## src/design/urde_pkg.sv

```systemverilog
// Shared constants, request and result codes, and the CRC-8 byte update
// for the register datagram engine. No dependencies.
`timescale 1ns / 1ps
`default_nettype none

package urde_pkg;

    // Request codes on the input channel
    localparam logic [1:0] REQ_WRITE = 2'd0;
    localparam logic [1:0] REQ_READ  = 2'd1;
    localparam logic [1:0] REQ_RXB   = 2'd2;
    localparam logic [1:0] REQ_TICK  = 2'd3;

    // Result kinds
    localparam logic [1:0] KIND_TX      = 2'd0;
    localparam logic [1:0] KIND_OK      = 2'd1;
    localparam logic [1:0] KIND_CRCERR  = 2'd2;
    localparam logic [1:0] KIND_TIMEOUT = 2'd3;

    // Configuration register indexes
    localparam logic [1:0] CFG_NODE_ADDR = 2'd0;
    localparam logic [1:0] CFG_ECHO_LEN  = 2'd1;
    localparam logic [1:0] CFG_TIMEOUT   = 2'd2;

    localparam logic [7:0]  SYNC_BYTE     = 8'h05;
    localparam logic [7:0]  WRITE_FLAG    = 8'h80;
    localparam logic [7:0]  CRC_POLY      = 8'h07;
    localparam logic [2:0]  ECHO_RESET    = 3'd4;
    localparam logic [15:0] TIMEOUT_RESET = 16'd2000;
    localparam logic [15:0] TICKS_MAX     = 16'hFFFF;

    // Reply layout after the echo: 7 payload bytes, value in bytes 3..6, CRC last
    localparam logic [3:0] REPLY_BODY  = 4'd7;
    localparam logic [3:0] VALUE_START = 4'd3;

    // Result counts per request
    localparam logic [3:0] WRITE_RESULTS = 4'd8;
    localparam logic [3:0] READ_RESULTS  = 4'd4;

    // CRC-8, poly 0x07, data fed LSB first
    function automatic logic [7:0] crc_feed(input logic [7:0] crc_in, input logic [7:0] data);
        logic [7:0] crc;
        crc = crc_in;
        for (int b = 0; b < 8; b++) begin
            if (crc[7] ^ data[b]) begin
                crc = {crc[6:0], 1'b0} ^ CRC_POLY;
            end else begin
                crc = {crc[6:0], 1'b0};
            end
        end
        return crc;
    endfunction

endpackage

`default_nettype wire

```

## src/design/uart_register_datagram_engine.sv

```systemverilog
// Register datagram engine: builds write/read datagrams with CRC-8 and checks
// read replies. Depends on urde_pkg.
// The request passes the input register, the burst registers and the output register
// before its first result is valid. One result per cycle while i_out_ready is high;
// a write gives 8 results, a read 4, a reply end or timeout 1, other items none. The
// next request is taken while the last result of a burst goes out.
// Reset (i_rst_n low, synchronous): no read pending, buffers empty, config at
// node 0, echo length 4, timeout 2000 ticks.
`timescale 1ns / 1ps
`default_nettype none

module uart_register_datagram_engine (
    input  wire logic        i_clk,
    input  wire logic        i_rst_n,
    // config write port
    input  wire logic        i_cfg_we,
    input  wire logic [1:0]  i_cfg_idx,
    input  wire logic [15:0] i_cfg_data,
    // request channel
    input  wire logic        i_in_valid,
    output logic             o_in_ready,
    input  wire logic [1:0]  i_req_type,
    input  wire logic [6:0]  i_reg_addr,
    input  wire logic [31:0] i_write_value,
    input  wire logic [7:0]  i_rx_byte,
    // result channel
    output logic             o_out_valid,
    input  wire logic        i_out_ready,
    output logic [1:0]       o_out_kind,
    output logic [7:0]       o_tx_byte,
    output logic [31:0]      o_read_value,
    output logic             o_last
);

    // configuration
    logic [3:0]  r_node_addr;
    logic [2:0]  r_echo_len;
    logic [15:0] r_timeout;

    // input register
    logic        r_in_valid;
    logic [1:0]  r_req_type;
    logic [6:0]  r_reg_addr;
    logic [31:0] r_write_value;
    logic [7:0]  r_rx_byte;

    // reply tracking state
    logic        r_pending, n_pending;
    logic [3:0]  r_rx_count, n_rx_count;
    logic [7:0]  r_rx_crc, n_rx_crc;
    logic [31:0] r_rx_value, n_rx_value;
    logic [15:0] r_elapsed, n_elapsed;

    // result burst
    logic [3:0]       r_left;
    logic [1:0]       r_burst_kind;
    logic [31:0]      r_burst_value;
    logic [6:0][7:0]  r_buf;
    logic [7:0]       r_tx_crc;

    // output register
    logic        r_out_valid;
    logic [1:0]  r_out_kind;
    logic [7:0]  r_out_tx;
    logic [31:0] r_out_value;
    logic        r_out_last;

    logic        out_load;
    logic        burst_free;
    logic        proc;
    logic        cur_is_crc;
    logic [7:0]  cur_tx;

    // burst load produced by processing the held request
    logic             ld_burst;
    logic [3:0]       ld_left;
    logic [1:0]       ld_kind;
    logic [31:0]      ld_value;
    logic [6:0][7:0]  ld_buf;

    logic [3:0]  pos;
    logic [15:0] tick_count;

    assign out_load   = (r_left != 4'd0) && (!r_out_valid || i_out_ready);
    assign burst_free = (r_left == 4'd0) || ((r_left == 4'd1) && out_load);
    assign proc       = r_in_valid && burst_free;
    assign o_in_ready = !r_in_valid || proc;

    // CRC byte closes a transmit burst
    assign cur_is_crc = (r_left == 4'd1);
    assign cur_tx     = cur_is_crc ? r_tx_crc : r_buf[0];

    assign pos        = r_rx_count - {1'b0, r_echo_len};
    assign tick_count = (r_elapsed != urde_pkg::TICKS_MAX) ? r_elapsed + 16'd1 : r_elapsed;

    always_comb begin
        n_pending  = r_pending;
        n_rx_count = r_rx_count;
        n_rx_crc   = r_rx_crc;
        n_rx_value = r_rx_value;
        n_elapsed  = r_elapsed;
        ld_burst   = 1'b0;
        ld_left    = 4'd0;
        ld_kind    = urde_pkg::KIND_TX;
        ld_value   = 32'd0;
        ld_buf     = '0;
        case (r_req_type)
            urde_pkg::REQ_WRITE: begin
                ld_burst = 1'b1;
                ld_left  = urde_pkg::WRITE_RESULTS;
                ld_buf   = {r_write_value[7:0], r_write_value[15:8],
                            r_write_value[23:16], r_write_value[31:24],
                            urde_pkg::WRITE_FLAG | {1'b0, r_reg_addr},
                            {4'd0, r_node_addr}, urde_pkg::SYNC_BYTE};
            end
            urde_pkg::REQ_READ: begin
                ld_burst   = 1'b1;
                ld_left    = urde_pkg::READ_RESULTS;
                ld_buf     = {32'd0, {1'b0, r_reg_addr}, {4'd0, r_node_addr},
                              urde_pkg::SYNC_BYTE};
                n_pending  = 1'b1;
                n_rx_count = 4'd0;
                n_rx_crc   = 8'd0;
                n_rx_value = 32'd0;
                n_elapsed  = 16'd0;
            end
            urde_pkg::REQ_RXB: begin
                if (r_pending) begin
                    if (r_rx_count < {1'b0, r_echo_len}) begin
                        // still swallowing our own echo
                        n_rx_count = r_rx_count + 4'd1;
                    end else if (pos < urde_pkg::REPLY_BODY) begin
                        n_rx_crc = urde_pkg::crc_feed(r_rx_crc, r_rx_byte);
                        if (pos >= urde_pkg::VALUE_START) begin
                            n_rx_value = {r_rx_value[23:0], r_rx_byte};
                        end
                        n_rx_count = r_rx_count + 4'd1;
                    end else begin
                        n_pending = 1'b0;
                        ld_burst  = 1'b1;
                        ld_left   = 4'd1;
                        if (r_rx_crc == r_rx_byte) begin
                            ld_kind  = urde_pkg::KIND_OK;
                            ld_value = r_rx_value;
                        end else begin
                            ld_kind  = urde_pkg::KIND_CRCERR;
                        end
                    end
                end
            end
            urde_pkg::REQ_TICK: begin
                if (r_pending) begin
                    n_elapsed = tick_count;
                    if (tick_count >= r_timeout) begin
                        n_pending = 1'b0;
                        ld_burst  = 1'b1;
                        ld_left   = 4'd1;
                        ld_kind   = urde_pkg::KIND_TIMEOUT;
                    end
                end
            end
            default: begin
            end
        endcase
    end

    // config registers
    always_ff @(posedge i_clk) begin
        if (!i_rst_n) begin
            r_node_addr <= 4'd0;
            r_echo_len  <= urde_pkg::ECHO_RESET;
            r_timeout   <= urde_pkg::TIMEOUT_RESET;
        end else if (i_cfg_we) begin
            case (i_cfg_idx)
                urde_pkg::CFG_NODE_ADDR: r_node_addr <= i_cfg_data[3:0];
                urde_pkg::CFG_ECHO_LEN:  r_echo_len  <= i_cfg_data[2:0];
                urde_pkg::CFG_TIMEOUT:   r_timeout   <= i_cfg_data;
                default: begin
                end
            endcase
        end
    end

    // input register
    always_ff @(posedge i_clk) begin
        if (!i_rst_n) begin
            r_in_valid <= 1'b0;
        end else if (o_in_ready) begin
            r_in_valid <= i_in_valid;
        end
    end

    always_ff @(posedge i_clk) begin
        if (o_in_ready && i_in_valid) begin
            r_req_type    <= i_req_type;
            r_reg_addr    <= i_reg_addr;
            r_write_value <= i_write_value;
            r_rx_byte     <= i_rx_byte;
        end
    end

    // reply state
    always_ff @(posedge i_clk) begin
        if (!i_rst_n) begin
            r_pending  <= 1'b0;
            r_rx_count <= 4'd0;
            r_rx_crc   <= 8'd0;
            r_rx_value <= 32'd0;
            r_elapsed  <= 16'd0;
        end else if (proc) begin
            r_pending  <= n_pending;
            r_rx_count <= n_rx_count;
            r_rx_crc   <= n_rx_crc;
            r_rx_value <= n_rx_value;
            r_elapsed  <= n_elapsed;
        end
    end

    // burst sequencer: shifts datagram bytes out, running CRC alongside
    always_ff @(posedge i_clk) begin
        if (!i_rst_n) begin
            r_left <= 4'd0;
        end else if (proc && ld_burst) begin
            r_left <= ld_left;
        end else if (out_load) begin
            r_left <= r_left - 4'd1;
        end
    end

    always_ff @(posedge i_clk) begin
        if (proc && ld_burst) begin
            r_burst_kind  <= ld_kind;
            r_burst_value <= ld_value;
            r_buf         <= ld_buf;
            r_tx_crc      <= 8'd0;
        end else if (out_load) begin
            r_buf    <= {8'd0, r_buf[6:1]};
            r_tx_crc <= urde_pkg::crc_feed(r_tx_crc, r_buf[0]);
        end
    end

    // output register
    always_ff @(posedge i_clk) begin
        if (!i_rst_n) begin
            r_out_valid <= 1'b0;
        end else if (out_load) begin
            r_out_valid <= 1'b1;
        end else if (i_out_ready) begin
            r_out_valid <= 1'b0;
        end
    end

    always_ff @(posedge i_clk) begin
        if (out_load) begin
            r_out_kind  <= r_burst_kind;
            r_out_tx    <= (r_burst_kind == urde_pkg::KIND_TX) ? cur_tx : 8'd0;
            r_out_value <= r_burst_value;
            r_out_last  <= cur_is_crc;
        end
    end

    assign o_out_valid  = r_out_valid;
    assign o_out_kind   = r_out_kind;
    assign o_tx_byte    = r_out_tx;
    assign o_read_value = r_out_value;
    assign o_last       = r_out_last;

endmodule

`default_nettype wire

```

## config.mk

```make
export PLATFORM = sky130hd
export DESIGN_NAME = uart_register_datagram_engine
export DESIGN_NICKNAME = d
export VERILOG_FILES = /design/src/design/urde_pkg.sv /design/src/design/uart_register_datagram_engine.sv
export SDC_FILE = /design/constraint.sdc
export NUM_CORES = 1
export LEC_CHECK = 0
export ABC_AREA = 0
export BUFFER_PORTS_ARGS = -buffer_cell sky130_fd_sc_hd__clkbuf_2
export CORE_ASPECT_RATIO = 1.5
export CORE_MARGIN = 2
export CORE_UTILIZATION = 60
export DETAILED_ROUTE_END_ITERATION = 10
export PLACE_DENSITY_LB_ADDON = 0.08
export SYNTH_ARGS = -nofsm -noshare
export SYNTH_HDL_FRONTEND = slang
export SYNTH_SLANG_ARGS = --single-unit
```

## constraint.sdc

```tcl
create_clock -name i_clk -period 8.2 [get_ports i_clk]
set_clock_uncertainty 0.1 [all_clocks]
set_input_delay 0.41 -clock i_clk [delete_from_list [all_inputs] [get_ports i_clk]]
set_output_delay 0.41 -clock i_clk [all_outputs]
set_load 0.1 [all_outputs]
```

== Word-level counts from Yosys, hierarchy flattened ==
Cells that the tools add are included.
Storage, ports and cells
  output and inout port bits: 45
  logic and storage cells: 223
  bits in registers: 280
Operators by class
  mux-type cells: 107
  equal/unequal tests: 14
  reductions and logical operators: 30
  add/subtract/negate cells: 4
  bitwise logic cells: 35
  order comparisons: 4
Operators by type and width (count)
  two-way mux 8 bit: 46
  two-way mux 32 bit: 4
  two-way mux 56 bit: 2
  one-hot mux 56 bit (2 select lines): 1
  one-hot mux 32 bit (2 select lines): 1
  two-way mux 3 bit: 16
  inverter 3 bit: 16
  two-way mux 16 bit: 2
  one-hot mux 16 bit (2 select lines): 1
  two-way mux 4 bit: 5
  two-way mux 1 bit: 17
  adder 16 x 1 -> 16 bit (second input constant): 1
  >= comparator 16 bit: 1
  != test 16 bit (second input constant): 1
  one-hot mux 4 bit (4 select lines): 1
  one-hot mux 8 bit (2 select lines): 1
  bitwise XOR 1 bit: 16
  two-way mux 2 bit: 6
  != test 2 bit (second input constant): 5
  equality test 8 bit: 1
  one-hot mux 4 bit (2 select lines): 1
  AND reduction 2 bit: 4
  nonzero test 2 bit: 4
  equality test 2 bit (second input constant): 3
  other kinds (25): 38

== Longest topological paths before layout ==
Gate-level depths: netlist (run 1).
  word-level depth: 48
  depth in mapped cells: 15
  depth with buffers taken out: 13

== Least setup slack after synthesis (run 1) ==
OpenSTA, ideal clock, no wires.
  kind: register -> register
  start point: register r_elapsed[0]
  end point: register r_buf[0] (netlist name), enable pin
  cell stages (with the launch flop): 16
  slack: 3.332 ns
  library setup time: 0.415 ns
  arrival: 4.353 ns
  path through: dfxtp_1 -> ha_1 -> nand2_1 -> nor3_1 -> nand2_1 -> nand4_1 -> xnor2_1 -> ha_1 -> nand4_1 -> or3_1 -> or4_4 -> nand3_4 -> a31oi_2 -> buf_6 -> buf_2 -> nand2_1
Between the ends
  cells in the longest elaborated chain, start to end: 8
  elaborated cells on any way between the ends: 9
  those cells by class: add/sub (1); order compare (1); eq/ne (1); mux (4); reduce/logical (2)
Ends and longest elaborated chain
  start: declaration: line uart_register_datagram_engine.sv:52  | logic [15:0] r_elapsed, n_elapsed;
  start signal: assignment: line uart_register_datagram_engine.sv:215  | r_elapsed <= n_elapsed;
  adder 16 x 1 -> 16 bit / != test 16 bit (equally long branches): line uart_register_datagram_engine.sv:94  | assign tick_count = (r_elapsed != urde_pkg::TICKS_MAX) ? r_elapsed + 16'd1 : r_elapsed;
  two-way mux 16 bit (*): line uart_register_datagram_engine.sv:94
  >= comparator 16 bit (*): line uart_register_datagram_engine.sv:154  | if (tick_count >= r_timeout) begin
  two-way mux 1 bit (*): line uart_register_datagram_engine.sv:154
  two-way mux 1 bit (*): line uart_register_datagram_engine.sv:152  | if (r_pending) begin
  one-hot mux 1 bit (3 select lines) (*): line uart_register_datagram_engine.sv:107  | case (r_req_type)
  logical AND 1 bit (*): line uart_register_datagram_engine.sv:231  | if (proc && ld_burst) begin
  nonzero test 2 bit (no source line) (*)
  end signal: assignment: line uart_register_datagram_engine.sv:234  | r_buf <= ld_buf;
  end signal: assignment: line uart_register_datagram_engine.sv:237  | r_buf <= {8'd0, r_buf[6:1]};
  end: declaration: line uart_register_datagram_engine.sv:58  | logic [6:0][7:0] r_buf;
Mark *: on every way between the ends. The rest lies on a longest branch, timed or not.
A chain may end at the register's enable or synchronous reset.

== Worst setup path after layout (run 1) ==
  start point: register r_elapsed[3]
  end point: register r_burst_value[10], enable pin
Between the ends
  cells in the longest elaborated chain, start to end: 7
  elaborated cells on any way between the ends: 8
  those cells by class: add/sub (1); order compare (1); eq/ne (1); mux (4); reduce/logical (1)
Ends and longest elaborated chain
  adder 16 x 1 -> 16 bit / != test 16 bit (equally long branches): line uart_register_datagram_engine.sv:94
  two-way mux 16 bit (*): line uart_register_datagram_engine.sv:94
  >= comparator 16 bit (*): line uart_register_datagram_engine.sv:154
  two-way mux 1 bit (*): line uart_register_datagram_engine.sv:154
  two-way mux 1 bit (*): line uart_register_datagram_engine.sv:152
  one-hot mux 1 bit (3 select lines) (*): line uart_register_datagram_engine.sv:107
  logical AND 1 bit (*): line uart_register_datagram_engine.sv:231
  end signal: assignment: line uart_register_datagram_engine.sv:233  | r_burst_value <= ld_value;
  end: declaration: line uart_register_datagram_engine.sv:57  | logic [31:0] r_burst_value;
Marks and branches as above.

==> impl_metrics.csv, run 1 <==
group,metric,value,unit
sta,tns,0,ns
layout,layout-drive-gt1-share,16.6,%
setup_path,critPathMaxFanout,38,
synthesis,yosys.area_share.simple,12.9,%
synthesis,ys.flop_type,"edfxtp_1",
cts,cts_buffers,25,
synthesis,synth-warning-count,0,
layout,syn_to_final_growth,17.7,%
cts,cts_root_buf,"clkbuf_16",
synthesis,synthXorXnorAreaFrac,5.17,%
hold_path,hold_path_class,"in2reg",
status,run_status,"complete, no violations",
setup_path,rr_startpoint,"r_elapsed[3]",
route,wl,21.2,mm
placed_design,dpl_cell_area,12400,µm²
die,rows,62,
layout,fillCellCount,1355,
setup_path,cp_slowest_cell,"inv_1",
layout,nets,1183,
route,detail_route.first_pass.iterations,5,
sta,holdWs,0.0100,ns
cts,cts_setup_buffers,0,
power,vdd_drop_max,227,µV
route,drc,0,
route,vias,7431,
sta,rsz0062_at_grt,"no",
placed_design,numPortBuffers,116,
die,die-area,20500,µm²
synthesis,synth_top_family_by_area,"simple AND/OR/NAND/NOR gates",
route,via_per_inst,5.46,
synthesis,yosys.area_share.adder,2.84,%
layout,final_cell_mix,"182 x edfxtp_1, 116 x clkbuf_2, 98 x dfxtp_1",
sta,maxSlewViolCount,0,
placed_design,dp_slack,2.85,ns
synthesis,syn-cell-area,11600,µm²
die,io_pins,117,
sta,worstMarginPinSlew,1.21,ns
layout,stdcell_area,13700,µm²
synthesis,synth_edf_count,182,
grt,overflow,0,
grt,grt_use_met2,38.3,%
sta,max_clock_freq,186,MHz
setup_path,cp_num_cells,11,
setup_path,critical_path_required,8.14,ns
die,die_x,118,µm
synthesis,muxShareOfSynthArea,2.05,%
grt,grt_pass1_vias,7383,
sta,max_slew_margin,19.6,%
setup_path,reg2reg_slack,2.82,ns
grt,grt_max_degree,57,
placed_design,gp_congestion,0.839,
cts,clock-sinks,280,
setup_path,rr_worst_depth,11,
sta,setup_viol,0,
die,coreArea,19100,µm²
power,p_per_area,371,nW/µm²
placed_design,hpwl,13.7,mm
sta,hold_viol_final,0,
cts,htreeDepth,1,
setup_path,cpPeakStageDelay,0.84,ns
layout,layout_commonest_cell,"edfxtp_1",
sta,fin_crit_sh,65.6,%
setup_path,end_kind,"register",
route,dr.first_iter.drc_count,480,
layout,multi_input_area,3920,µm²
grt,grt-busiest-layer,"met2",
synthesis,ys_async_sr_fraction,0,%
setup_path,startpoint,"r_elapsed[3]",
cts,path_clk_slew,0.07,ns
synthesis,ys_types,62,
run,max_cap_violations,0,
grt,grt_pass1_wl,35.3,mm
power,p_leak,5.28,nW
grt,antenna_found_initial,0,
sta,setup_slack,2.82,ns
setup_path,critical_path_class,"reg2reg",
cts,clkLatencyLatePin,0.52,ns
grt,use_met1,25.5,%
synthesis,synth_cells,926,
grt,grt_use_met3,2.82,%
setup_path,regToRegEndpoint,"r_burst_value[10]",
setup_path,start_kind,"register",
synthesis,synth_seq_cells,280,
sta,min_period,5.38,ns
die,die_y,174,µm
layout,final-instance-count-excl-fill,1361,
cts,cts_buffer_depth,3,
placed_design,placed_cells_incl_taps,1265,
setup_path,crit_family,"simple AND/OR/NAND/NOR gates",
setup_path,crit_chain,"nand4_1 > nor3_1 > nand2_1 > xnor2_1 > ha_1 > nand2b_1 > a2111oi_0 > or4_4 > nand3_4 > a31oi_4 > inv_1",
grt,grt_usage,20.9,%
route,wl_per_cell,15.5,µm
setup_path,path_buf_inv,1,
die,start_util,60.9,%
synthesis,synth.net_count,1023,
route,antenna_left,0,
synthesis,synth-compound-area-share,10.6,%
synthesis,syn_area_per_cell,12.5,µm²
layout,diodes,0,
setup_path,arrival,5.32,ns
setup_path,critical_path.endpoint,"r_burst_value[10]",
synthesis,yosysSeqAreaShare,63.9,%
cts,cts_tree,"built",
layout,ff_latch_area,7430,µm²
## worst min path at each step
stage	startpoint	cells after the start	endpoint
floorplan	r_burst_value[0]	0	o_read_value[0]
global placement	r_burst_value[9]	0	o_read_value[9]
detailed placement	r_burst_value[0]	0	o_read_value[0]
CTS	i_cfg_data[13]	3	r_timeout[13]
global route	i_cfg_data[12]	3	r_timeout[12]
finish	i_cfg_data[5]	3	r_timeout[5]
## report_power, final
part | total (mW) | internal (mW) | switching [mW] | leakage, nW
clock network | 1.09 | 0.595 | 0.497 | 0.364
registers | 2.16 | 2.02 | 0.137 | 2.57
logic | 1.82 | 0.467 | 1.36 | 2.35
## cells by family (layout without fill, tap and decap cells)
| family | after synthesis | after routing |
|---|---|---|
| xor gates and xnor gates | 67 | 67 |
| AOI/OAI and AO/OA | 171 | 171 |
| adders and majority gates | 26 | 26 |
| muxes | 23 | 23 |
| and+or+nand+nor | 290 | 290 |
| buffers and inverters | 69 | 248 |
| DFF | 280 | 280 |
## worst reg2reg max path, stage by stage (launching register included)
cell and delay [ns]:
dfxtp_1 0.46, nand4_1 0.25, nor3_1 0.46, nand2_1 0.35, xnor2_1 0.22, ha_1 0.27, nand2b_1 0.14, a2111oi_0 0.60
or4_4 0.26, nand3_4 0.12, a31oi_4 0.82, inv_1 0.85
## sequential cells by signal, indices dropped and copies added (netlist names), 7 cells and up
register       cells
r_buf             56
o_read_value      32
r_burst_value     32
r_rx_value        32
r_write_value     32
r_elapsed         16
r_timeout         16
o_tx_byte          8
r_rx_byte          8
r_rx_crc           8
r_tx_crc           8
r_reg_addr         7
## final cells by class
class                   count  share of cell area [%]
well taps                 256                    2.34
repair buffers            173                    8.29
inverters                  29                   0.796
clock inverters            17                   0.887
clock buffers              29                    4.68
flip-flops and latches    280                    54.3
multi-input cells         577                    28.7
## what timing repair did
action / in CTS / in global routing
gates resized for setup: 0 / 0
hold buffers: 50 / 0
hold endpoints to repair: 50 / 0
## layer usage
metal  vias to the layer above  routed length [µm]  share of wire (%)
met3                        44                 899                4.3
met1                      3507                8790                 42
met5                         -                   0                  0
met4                         0                 475                2.2
met2                       182               11000                 52
li1                       3698                   -                  -
## Yosys cell counts (2+ instances only)
library cell  count  area share, %
edfxtp_1        182             47
dfxtp_1          98             17
nand2_1          87            2.8
a22o_1           60            4.5
and2_1           56            3.0
nor2_1           55            1.8
xnor2_1          45            3.4
a21oi_1          39            1.7
inv_1            29           0.94
ha_1             24            2.6
clkbuf_1         23           0.74
o21ai_0          23           0.99
xor2_1           21            1.6
mux2i_1          17            1.5
nand3_1          16           0.69
nor3_1           13           0.56
nand4_1          12           0.65
buf_2            11           0.47
and3_1           10           0.54
a22oi_1           7           0.45
a2111oi_0         6           0.45
mux2_2            6           0.58
o211ai_1          6           0.39
a21o_1            5           0.32
nand2b_1          5           0.27
nand3b_1          5           0.32
nor2b_1           5           0.27
or3_1             5           0.27
a31o_2            4           0.30
buf_1             4           0.13
a211oi_1          3           0.19
a311oi_1          3           0.23
a31oi_1           3           0.16
and4_1            3           0.23
nor3b_1           3           0.19
buf_6             2           0.19
nand4b_1          2           0.15
nor4_1            2           0.11
o31ai_1           2           0.13
or2_2             2           0.11
## stage by stage
step | utilization, % | power [mW]
global placement | 65.0 | 3.98
CTS | 71.7 | 5.12
floorplan | - | 3.72
global route | 71.7 | 5.32
finish | 71.7 | 5.07
detailed placement | 65.0 | 4.01
Power figures use the tool's default switching activity.
==> run 2: changes to the inputs <==
CORE_UTILIZATION = 53   (was 60)
clock period = 4.7 ns   (was 8.2 ns; I/O delays follow)
==> impl_metrics.csv, run 2 (same netlist as run 1, synthesis figures left out) <==
group,metric,value,unit
status,run_status,"complete, no violations",
sta,min_period,4.28,ns
setup_path,crit_chain,"ha_1 > nand2_1 > nor3_1 > nand2_1 > nand4_1 > xnor2_1 > ha_1 > nand4_1 > or3_1 > or4_4 > nand3_4 > a31oi_4 > inv_1 > buf_4",
setup_path,cp_slowest_cell,"or4_4",
power,p_per_area,645,nW/µm²
power,p_comb_share,36.0,%
run,max_cap_violations,0,
setup_path,path_buf_inv,2,
power,p_int,5.46,mW
layout,utilization,64.4,%
route,dr.first_iter.drc_count,360,
setup_path,reg2reg_slack,0.42,ns
grt,grt_usage,19.0,%
setup_path,arrival,4.36,ns
route,drc,0,
placed_design,numPortBuffers,116,
sta,max_slew_margin,28.3,%
sta,maxSlewViolCount,0,
sta,fin_crit_sh,91.1,%
route,vias,7502,
layout,diodes,0,
setup_path,critical_path.endpoint,"r_burst_value[4]",
die,io_pins,117,
layout,syn_to_final_growth,20.0,%
placed_design,hpwl,14.5,mm
route,wl,22.4,mm
power,vdd_drop_max,395,µV
setup_path,rr_startpoint,"r_elapsed[0]",
layout,layout-drive-gt1-share,16.8,%
setup_path,end_kind,"register",
cts,cts_setup_buffers,0,
die,die_x,125,µm
setup_path,regToRegEndpoint,"r_burst_value[4]",
route,via_per_inst,5.37,
die,start_util,53.7,%
cts,holdBufCountCts,67,
power,swShare,39.2,%
setup_path,crit_family,"simple AND/OR/NAND/NOR gates",
hold_path,worstHoldStart,"i_cfg_idx[1]",
grt,grt_pass1_vias,7310,
layout,nets,1203,
route,antenna_left,0,
grt,grt_max_degree,57,
cts,path_clk_slew,0.07,ns
power,p_leak,5.39,nW
grt,grt_pass1_wl,36.2,mm
die,rows,66,
setup_path,cpPeakStageDelay,0.44,ns
layout,largest-register,"r_buf",
power,p_clk_share,22.1,%
setup_path,cp_num_cells,14,
cts,cts_tree,"built",
sta,setup_viol,0,
die,coreArea,21600,µm²
layout,layout_commonest_cell,"edfxtp_1",
power,p_sw,3.52,mW
sta,worstMarginPinSlew,1.08,ns
cts,cts_root_buf,"clkbuf_16",
sta,max_clock_freq,233,MHz
cts,clkLatencyLatePin,0.52,ns
sta,holdWs,0.114,ns
grt,overflow,0,
hold_path,hold_path_class,"in2reg",
die,die-area,23100,µm²
layout,final_cell_mix,"182 x edfxtp_1, 116 x clkbuf_2, 98 x dfxtp_1",
route,wl_per_cell,16.0,µm
setup_path,rr_worst_depth,14,
sta,tns,0,ns
route,detail_route.first_pass.iterations,6,
cts,cts_buffer_depth,3,
setup_path,start_kind,"register",
cts,htreeDepth,1,
cts,cts_buffers,25,
layout,largest_reg_flops,56,
cts,clock-sinks,280,
grt,antenna_found_initial,0,
setup_path,critical_path_class,"reg2reg",
setup_path,critPathMaxFanout,34,
sta,hold_viol_final,0,
placed_design,gp_congestion,0.882,
setup_path,startpoint,"r_elapsed[0]",
power,pwr-share-seq,41.9,%
layout,fillCellCount,1660,
setup_path,critical_path_required,4.78,ns
cts,post_cts_resized,0,
die,die_y,185,µm
power,p_total,8.99,mW
sta,rsz0062_at_grt,"no",
## run 2: cell types whose count changed in the layout (fill, tap and decap cells not counted), sizes merged
cell / delta
inv: +1
bufinv: +1
clkinvlp: -1
buf: +3
dlygate4sd3: +17
clkbuf: -1
## run 2: worst min-delay path by stage
stage	to	slack, ns	cells after the start
6_report	r_node_addr[1]	0.11	4
5_1_grt	r_node_addr[1]	0.11	4
4_1_cts	r_node_addr[2]	0.09	4
3_5_place_dp	o_read_value[12]	0.30	0
3_3_place_gp	o_read_value[0]	0.30	0
2_1_floorplan	r_reg_addr[0]	0.23	0
## run 2: layout make-up
cell class,count,area (µm²),area share [%]
Clock buffer,28,637,4.57
Clock inverter,18,156,1.12
Inverter,29,109,0.781
Multi-Input combinational cell,577,3920,28.2
Sequential cell,280,7430,53.3
Tap cell,272,340,2.44
Timing Repair Buffer,193,1340,9.61
## run 2: routing by layer
layer / part of all wire [%] / vias to the layer above / GRT usage, %
li1: - / 3741 / -
met1: 42 / 3565 / 23.4
met2: 53 / 166 / 35.6
met3: 3.8 / 30 / 2.31
met4: 1.9 / 0 / 4.80
met5: 0 / - / 0
## run 2: metrics by stage
step,cell area (µm²),instances,setup slack (ns)
floorplan,11600,926,0.365
global placement,12500,1284,0.581
detailed placement,12500,1284,0.408
CTS,13900,1397,0.388
global route,13900,1397,0.0273
finish,13900,1397,0.417
## run 2: power by group through the flow
stage          Sequential [mW]  Clock, mW  Combinational (mW)
2_1_floorplan             5.09          0                1.39
3_3_place_gp              3.80          0                3.18
3_5_place_dp              3.83          0                3.21
4_1_cts                   3.77       2.03                3.27
5_1_grt                   3.83       2.13                3.49
6_report                  3.77       1.98                3.23
## run 2: worst reg2reg max path: stages, from the launching register on
cell and delay (ns):
dfxtp_1 0.40, ha_1 0.23, nand2_1 0.10, nor3_1 0.41
nand2_1 0.34, nand4_1 0.22, xnor2_1 0.10, ha_1 0.31
nand4_1 0.16, or3_1 0.37, or4_4 0.44, nand3_4 0.15
a31oi_4 0.11, inv_1 0.09, buf_4 0.38
==> run 3: changes to the inputs <==
CTS_BUF_LIST = sky130_fd_sc_hd__clkbuf_16   (was not set)
==> impl_metrics.csv, run 3 (same netlist as run 1, synthesis figures left out) <==
group,metric,value,unit
placed_design,numPortBuffers,116,
sta,tns,0,ns
sta,fin_crit_sh,91.4,%
route,routed-wl-met2,11.8,mm
cts,cts_root_buf,"clkbuf_16",
power,p_per_area,644,nW/µm²
route,highest_layer,"met4",
setup_path,end_kind,"register",
run,max_cap_violations,0,
route,met3WireLength,848,µm
cts,cts_setup_buffers,0,
setup_path,arrival,4.47,ns
sta,worstMarginPinSlew,1.07,ns
sta,min_period,4.30,ns
die,coreArea,21600,µm²
placed_design,dp_slack,0.408,ns
die,io_pins,117,
layout,largest-register,"r_buf",
sta,rsz0062_at_grt,"no",
route,via_per_inst,5.37,
placed_design,placed_cells_incl_taps,1284,
route,drt-met1-wl,9.33,mm
grt,antenna_found_initial,0,
route,vias,7500,
layout,syn_to_final_growth,20.0,%
layout,layout_commonest_cell,"edfxtp_1",
cts,htreeDepth,1,
grt,grt_pass1_wl,36.2,mm
cts,clkLatencyLatePin,0.52,ns
route,drc,0,
route,wl_per_cell,16.0,µm
grt,grt_usage,19.0,%
layout,layout-drive-gt1-share,16.8,%
placed_design,gp_congestion,0.882,
die,die_x,125,µm
layout,final_cell_mix,"182 x edfxtp_1, 116 x clkbuf_2, 98 x dfxtp_1",
layout,largest_reg_flops,56,
cts,cts_buffers,25,
setup_path,critPathMaxFanout,36,
route,detail_route.first_pass.iterations,6,
layout,nets,1203,
cts,post_cts_resized,0,
sta,setup_viol,0,
grt,grt_pass1_vias,7310,
power,p_leak,5.40,nW
die,rows,66,
die,start_util,53.7,%
route,antenna_left,0,
hold_path,hold_path_class,"in2reg",
placed_design,hpwl,14.5,mm
sta,hold_viol_final,0,
grt,overflow,0,
layout,diodes,0,
route,wl,22.3,mm
layout,final-instance-count-excl-fill,1397,
setup_path,critical_path_required,4.87,ns
grt,grt_max_degree,57,
die,die-area,23100,µm²
status,run_status,"complete, no violations",
sta,max_slew_margin,28.4,%
cts,cts_buffer_depth,3,
sta,maxSlewViolCount,0,
sta,setup_slack,0.404,ns
route,dr.first_iter.drc_count,342,
cts,clock-sinks,280,
setup_path,critical_path_class,"reg2reg",
cts,cts_tree,"built",
setup_path,reg2reg_slack,0.40,ns
power,vdd_drop_max,395,µV
setup_path,start_kind,"register",
die,die_y,185,µm
cts,path_clk_slew,0.06,ns
sta,max_clock_freq,233,MHz
==> run 3: cell count changes in the layout (fill, tap and decap cells not counted), sizes merged <==
cell,previous run,this run
inv,32,35
clkbuf,144,141
==> run 3: final timing paths <==
path	cells after the start	to	from
worst max-delay path	14	r_buf[36]	r_elapsed[0]
worst min register to register	0	o_read_value[16]	r_burst_value[16]
worst min-delay path	4	r_node_addr[2]	i_cfg_idx[1]
worst max register to register	14	r_buf[36]	r_elapsed[0]
==> run 3: cell type report <==
cell class                      count  area (µm²)
Clock buffer                       25         626
Clock inverter                     21         168
Fill cell                        1660        7700
Inverter                           29         109
Multi-Input combinational cell    577        3920
Sequential cell                   280        7430
Tap cell                          272         340
Timing Repair Buffer              193        1340
==> run 3: what timing repair did <==
item,in CTS,in global routing
setup endpoints to repair,0,0
hold buffers,67,0
endpoints found under the hold margin,74,0
==> run 3: worst max-delay path, stage by stage (launching register included) <==
cell     delay, ns
dfxtp_1       0.40
ha_1          0.23
nand2_1       0.10
nor3_1        0.42
nand2_1       0.34
nand4_1       0.22
xnor2_1       0.10
ha_1          0.31
nand4_1       0.17
or3_1         0.37
or4_4         0.44
nand3_4       0.15
a31oi_4       0.11
buf_4         0.30
a22o_1        0.28
==> run 3: through the flow <==
step | total power [mW] | utilization [%] | hold slack [ns] | area (µm²)
floorplan | 6.48 | - | 0.234 | 11600
global placement | 6.98 | 57.6 | 0.302 | 12500
detailed placement | 7.04 | 57.6 | 0.305 | 12500
CTS | 9.06 | 64.4 | 0.0851 | 13900
global route | 9.44 | 64.4 | 0.109 | 13900
finish | 8.98 | 64.4 | 0.116 | 13900
==> run 3: power breakdown <==
group          switching [mW]  internal (mW)  total, mW
clock network           0.887           1.09       1.98
registers               0.243           3.52       3.77
logic                    2.39          0.843       3.23
==> run 3: per-layer routing <==
metal / vias to the layer above / track usage, %
met4: 0 / 4.80
met2: 164 / 35.6
li1: 3740 / -
met3: 30 / 2.31
met5: - / 0
met1: 3566 / 23.4
